<file path="src/rtl/spq_pkg.sv">
package spq_pkg;

    localparam int VALUE_W = 32;
    localparam int PRIO_W  = 8;
    localparam int OCC_W   = 5;

    typedef enum logic {
        CMD_ENQUEUE = 1'b0,
        CMD_DEQUEUE = 1'b1
    } spq_cmd_t;

    typedef enum logic [1:0] {
        ST_ENQUEUED = 2'd0,
        ST_DEQUEUED = 2'd1,
        ST_EMPTY    = 2'd2,
        ST_FULL     = 2'd3
    } spq_status_t;

    typedef struct packed {
        logic [VALUE_W-1:0] value;
        logic [PRIO_W-1:0]  prio;
    } spq_entry_t;

    // Broadcast to every cell of the chain
    typedef struct packed {
        logic       enq;
        logic       deq;
        spq_entry_t item;
    } spq_ctrl_t;

endpackage

</file>
<file path="src/rtl/sorted_priority_queue_top.sv">
// Sorted priority queue: a chain of CAPACITY cells, head in cell 0.
// The result word is registered when an input word is accepted.
// Throughput: 1 word per cycle while the result side takes each result; every cell compares and shifts in parallel.
// Reset (rst_n, async, active low): queue empty, no result pending.
// Cell contents are not reset; the entry count marks which cells hold data.
module sorted_priority_queue_top
    import spq_pkg::*;
#(
    parameter int CAPACITY = 16
)
(
    input  logic                      clk,
    input  logic                      rst_n,
    input  logic                      in_valid,
    output logic                      in_ready,
    input  logic                      command,
    input  logic signed [VALUE_W-1:0] item_value,
    input  logic [PRIO_W-1:0]         item_priority,
    output logic                      out_valid,
    input  logic                      out_ready,
    output logic [1:0]                status,
    output logic signed [VALUE_W-1:0] out_value,
    output logic [PRIO_W-1:0]         out_priority,
    output logic [OCC_W-1:0]          occupancy
);

    localparam int CNT_W = $clog2(CAPACITY + 1);

    // Entry count: cells [0, count) hold valid words in sorted order
    logic [CNT_W-1:0] count_reg;
    logic [CNT_W-1:0] count_next;

    // Output stage
    logic                     out_valid_reg;
    logic                     out_valid_next;
    spq_status_t              status_reg;
    spq_status_t              status_next;
    logic [VALUE_W-1:0]       out_value_reg;
    logic [VALUE_W-1:0]       out_value_next;
    logic [PRIO_W-1:0]        out_priority_reg;
    logic [PRIO_W-1:0]        out_priority_next;
    logic [OCC_W-1:0]         occupancy_reg;
    logic [OCC_W-1:0]         occupancy_next;
    logic [CNT_W+OCC_W-1:0]   occ_ext;

    logic       accept;
    logic       is_full;
    logic       is_empty;
    logic       is_deq;
    spq_ctrl_t  ctrl;

    spq_entry_t cell_entry [CAPACITY];
    logic       cell_ins   [CAPACITY];

    // Accept a new word whenever the output stage is free or draining
    assign in_ready = !out_valid_reg || out_ready;
    assign accept   = in_valid && in_ready;

    assign is_full  = (count_reg == CNT_W'(CAPACITY));
    assign is_empty = (count_reg == '0);
    assign is_deq   = (spq_cmd_t'(command) == CMD_DEQUEUE);

    // Drop enqueue when full; ignore dequeue when empty
    assign ctrl.enq        = accept && !is_deq && !is_full;
    assign ctrl.deq        = accept && is_deq && !is_empty;
    assign ctrl.item.value = $unsigned(item_value);
    assign ctrl.item.prio  = item_priority;

    // Cell chain: each cell sees its neighbors and the broadcast control
    for (genvar i = 0; i < CAPACITY; i++)
    begin : g_cell
        spq_entry_t left_entry;
        spq_entry_t right_entry;
        logic       left_ins;
        logic       occupied;

        assign occupied = (count_reg > CNT_W'(i));

        if (i == 0)
        begin : g_head
            // Head has no left neighbor: a new word inserted here is always the new one
            assign left_ins   = 1'b0;
            assign left_entry = ctrl.item;
        end
        else
        begin : g_body
            assign left_ins   = cell_ins[i-1];
            assign left_entry = cell_entry[i-1];
        end

        if (i == CAPACITY - 1)
        begin : g_tail
            // Tail falls out of range on dequeue; contents do not matter
            assign right_entry = cell_entry[i];
        end
        else
        begin : g_inner
            assign right_entry = cell_entry[i+1];
        end

        spq_cell u_cell (
            .clk         (clk),
            .ctrl        (ctrl),
            .occupied    (occupied),
            .left_ins    (left_ins),
            .left_entry  (left_entry),
            .right_entry (right_entry),
            .ins         (cell_ins[i]),
            .entry       (cell_entry[i])
        );
    end

    always_comb
    begin
        count_next = count_reg;
        if (ctrl.enq)
        begin
            count_next = count_reg + CNT_W'(1);
        end
        else if (ctrl.deq)
        begin
            count_next = count_reg - CNT_W'(1);
        end
    end

    // Occupancy reports the count masked to the field width
    assign occ_ext = {{OCC_W{1'b0}}, count_next};

    always_comb
    begin
        out_valid_next    = out_valid_reg;
        status_next       = status_reg;
        out_value_next    = out_value_reg;
        out_priority_next = out_priority_reg;
        occupancy_next    = occupancy_reg;

        if (out_valid_reg && out_ready)
        begin
            out_valid_next = 1'b0;
        end

        if (accept)
        begin
            out_valid_next    = 1'b1;
            out_value_next    = '0;
            out_priority_next = '0;
            occupancy_next    = occ_ext[OCC_W-1:0];
            if (is_deq)
            begin
                if (is_empty)
                begin
                    status_next = ST_EMPTY;
                end
                else
                begin
                    // Head leaves from cell 0
                    status_next       = ST_DEQUEUED;
                    out_value_next    = cell_entry[0].value;
                    out_priority_next = cell_entry[0].prio;
                end
            end
            else
            begin
                status_next = is_full ? ST_FULL : ST_ENQUEUED;
            end
        end
    end

    always_ff @(posedge clk or negedge rst_n)
    begin
        if (!rst_n)
        begin
            count_reg     <= '0;
            out_valid_reg <= 1'b0;
        end
        else
        begin
            count_reg     <= count_next;
            out_valid_reg <= out_valid_next;
        end
    end

    // Result payload holds until the next accepted word
    always_ff @(posedge clk)
    begin
        status_reg       <= status_next;
        out_value_reg    <= out_value_next;
        out_priority_reg <= out_priority_next;
        occupancy_reg    <= occupancy_next;
    end

    assign out_valid    = out_valid_reg;
    assign status       = status_reg;
    assign out_value    = $signed(out_value_reg);
    assign out_priority = out_priority_reg;
    assign occupancy    = occupancy_reg;

endmodule

</file>
<file path="src/rtl/spq_cell.sv">
module spq_cell
    import spq_pkg::*;
(
    input  logic       clk,
    input  spq_ctrl_t  ctrl,
    input  logic       occupied,
    input  logic       left_ins,
    input  spq_entry_t left_entry,
    input  spq_entry_t right_entry,
    output logic       ins,
    output spq_entry_t entry
);

    spq_entry_t entry_reg;
    spq_entry_t entry_next;

    // Take the new word here or further down: slot empty or strictly lower priority
    assign ins = !occupied || (entry_reg.prio < ctrl.item.prio);

    always_comb
    begin
        entry_next = entry_reg;
        if (ctrl.enq && ins)
        begin
            // Left neighbor also moves down: shift its word in, else take the new one
            entry_next = left_ins ? left_entry : ctrl.item;
        end
        else if (ctrl.deq)
        begin
            entry_next = right_entry;
        end
    end

    always_ff @(posedge clk)
    begin
        entry_reg <= entry_next;
    end

    assign entry = entry_reg;

endmodule

</file>
<file path="config.mk">
export PLATFORM = sky130hd
export DESIGN_NAME = sorted_priority_queue_top
export DESIGN_NICKNAME = d
export VERILOG_FILES = /design/src/rtl/spq_pkg.sv /design/src/rtl/sorted_priority_queue_top.sv /design/src/rtl/spq_cell.sv
export SDC_FILE = /design/constraint.sdc
export NUM_CORES = 2
export LEC_CHECK = 0
export BUFFER_PORTS_ARGS = -buffer_cell sky130_fd_sc_hd__buf_2
export CORE_MARGIN = 10
export CORE_UTILIZATION = 40
export DETAILED_ROUTE_END_ITERATION = 10
export GPL_TIMING_DRIVEN = 0
export PLACE_DENSITY = 0.62
export SLEW_MARGIN = 15
export SYNTH_ARGS = -nofsm -noshare
export SYNTH_HDL_FRONTEND = slang
export SYNTH_SLANG_ARGS = --single-unit
export TNS_END_PERCENT = 5
</file>
<file path="constraint.sdc">
create_clock -name clk -period 6.32 [get_ports clk]
set_input_delay 0.316 -clock clk [delete_from_list [all_inputs] [get_ports clk]]
set_output_delay 0.316 -clock clk [all_outputs]
set_load 0.1 [all_outputs]
</file>
==> summary.txt <==
most frequent cells in the layout: 687 x edfxtp_1, 561 x mux2i_1, 437 x nand2_1
non-filler cells in the finished layout: 4,580
status: complete, no violations
setup tns final: 0 ps
sequential area share after synthesis: 0.565
post-route ant nets: 0
DRT Wirelength: 112,000 µm
worst-margin pin slew: 1340 ps
grt total ovfl: 0
RSZ-0062 raised after global routing: false
P&R area growth vs syn: 13.6%
Final setup viols: 0
internal power: 10.3 mW
Post-CTS Resized: 0
Syn Inst Count: 3,139
DR pass1 iterations: 5
total die area: 105,000 µm²
post-synthesis cell area: 36,800 µm²
leading cell type in the layout, fill and taps excluded: edfxtp_1
Largest register FFs: 640
Die Wd: 323 µm
Tot GR Track Use: 0.211
cell taking the most area after synthesis: edfxtp_1
final routed DRC violation total: 0
CTS tree: done
CP Buf/Inv Count: 4
TritonCTS sink count: 693
cell family with most CP delay: buffers and inverters
Ys Warns: 0
Worst EP arrival: 5170 ps
Post-synth EDFFs: 687
synthesized net count: 3,302
Worst path slowest cell: o21ai_1
initial antenna violation count: 12
largest net degree at the start of global routing: 41
Max Clk Rate: 201 MHz
HPWL Detailed: 79,400 µm
Clock Skew: 20.4 ps
Synth top area share: 0.561
CTS buffer count: 79
Row Count: 111
worst vdd ir: 0.229 mV
clk_lat worst skew: 630 ps
share of layout cells above drive strength 1: 0.123
DRT iter0 DRCs: 2,518
global-route wire length before repair: 167,000 µm
vias in the first global route: 26.2k
# H-tree levels: 3
Root Driver: clkbuf_16
Lkg Pwr: 16.5 nW
final worst-path cycle share: 0.789
Clk pin slew, worst setup/hold paths: 60 ps
clock network power share: 0.296
max_slew headroom: 0.0971
post-CTS setup buffers: 0
NetSw: 5.19 mW
Crit Path Class: input port to flip-flop
clk buf depth: 3
Primary FF master, synth: edfxtp_1
CP cell instances: buf_2 -> clkbuf_1 -> inv_1 -> ha_1 -> a211o_1 -> a31oi_1 -> o21a_1 -> o21ai_1 -> clkbuf_1 -> nand2_4
FFs w/ async S/R, synth: 0.00866
Placed Cells: 4,434
Layout Nets: 3,495
I/O pins: 94
Hold Path Class: input port to asynchronous set/reset pin
Die H: 323 µm
Post-CTS Hold Buffers: 3
Slew Viols, Final: 0
CP peak stage delay: 900 ps
sequential group share of total power: 0.411
wire per inst: 24.5 µm
post-layout min period: 4990 ps
required time of the critical path: 6500 ps
CP most frequent cell: clkbuf_1
power consumption: 15.5 mW
Comb pwr share: 0.293
Max FO, Critical Path: 40
Cell Pwr Density: 371 nW/µm²
PortBufs: 93
Startpoint Class: input port
count of cell types in the netlist: 52
Final Hold Fails: 0
Vias: 26.1k
Synth Register Bits: 693
Initial Util: 0.402
Core ar.: 91,500 µm²
Switching Fraction: 0.335
Max Cap Viol: 0
Critical Path Sink Type: flip-flop
Post-Syn Area per Cell: 11.7 µm²
synth top area cells: edfxtp_1 56%, mux2i_1 15%, o21ai_0 5.7%, nand2_1 4.6%, ha_1 4.0%
Placer Congestion: 0.873
Via density: 5.71
==> cell families after synthesis <==
group           Yosys count  share of synthesized area
compound gates          705                      0.102
fa+ha+maj               118                     0.0401
xor+xnor                  5                    0.00119
buf+inv                 258                     0.0320
simple gates            726                     0.0812
flops                   693                      0.565
mux                     634                      0.179
==> Yosys cell counts (2+ instances only) <==
cell type	instances
nand4_1	10
o21ai_0	422
nor2_1	180
mux2_2	34
buf_2	71
dfrtp_1	6
o21a_1	8
nand2_1	448
mux2_4	39
o21ai_1	13
nor3_1	5
mux2i_1	561
buf_6	10
and2_1	41
a21o_1	9
a2111o_1	4
inv_1	21
o211ai_1	3
clkbuf_1	134
nand2b_1	26
buf_1	10
buf_4	12
nand3_1	4
and3_1	3
xnor2_1	4
o311ai_1	5
a2111oi_0	9
a211o_1	7
o31ai_1	7
edfxtp_1	687
a21oi_1	205
ha_1	118
a21oi_2	2
a31oi_1	3
==> final cells by class <==
type,count,area (µm²)
diodes,5,12.5
inverters,21,81.3
multi-input cells,2188,15000
flip-flops and latches,693,20800
repair buffers,112,803
well taps,1186,1480
clock inverters,36,359
plain buffers,237,1100
fillers,8465,49700
clock buffers,102,2150
==> power groups by stage <==
stage | sequential (mW) | clock, mW | combinational [mW]
6_report | 6.37 | 4.59 | 4.54
5_1_grt | 6.43 | 4.83 | 4.88
4_1_cts | 6.36 | 4.66 | 4.49
3_5_place_dp | 6.44 | 0 | 4.48
3_3_place_gp | 6.48 | 0 | 4.32
2_1_floorplan | 6.54 | 0 | 2.93
==> per-layer routing <==
metal / wire length [µm] / track usage / up-vias
met4: 3910 / 0.0739 / 4
met2: 49900 / 0.326 / 1010
met3: 9130 / 0.0451 / 190
li1: - / - / 11967
met5: 28 / 0 / -
met1: 49500 / 0.289 / 12963
==> worst paths after layout <==
kind,from,cells past startpoint,slack (ps),to
max,item_priority[2],10,1330,g_cell[13].u_cell.entry[15]$_DFFE_PP_
min,rst_n,2,40,out_valid$_DFFE_PN0P_
max reg2reg,count_reg[1]$_DFF_PN0_,9,1680,g_cell[9].u_cell.entry[17]$_DFFE_PP_
min reg2reg,g_cell[6].u_cell.entry[12]$_DFFE_PP_,2,540,g_cell[5].u_cell.entry[12]$_DFFE_PP_
max in group asynchronous,rst_n,2,6110,count_reg[1]$_DFF_PN0_
min in group clk,command,2,100,status[0]$_DFFE_PN_
==> metrics by stage <==
stage / area [µm²] / util / setup WS (ps) / hold slack (ps)
finish: 41800 / 0.457 / 1330 / 45.0
global route: 41800 / 0.457 / 1290 / 41.2
floorplan: 36800 / - / 505 / 20.4
CTS: 41800 / 0.457 / 1340 / 30.5
detailed placement: 39300 / 0.429 / 720 / 158
global placement: 38800 / 0.423 / -3100 / 156
Note: power is estimated with default switching activity, not from simulation.
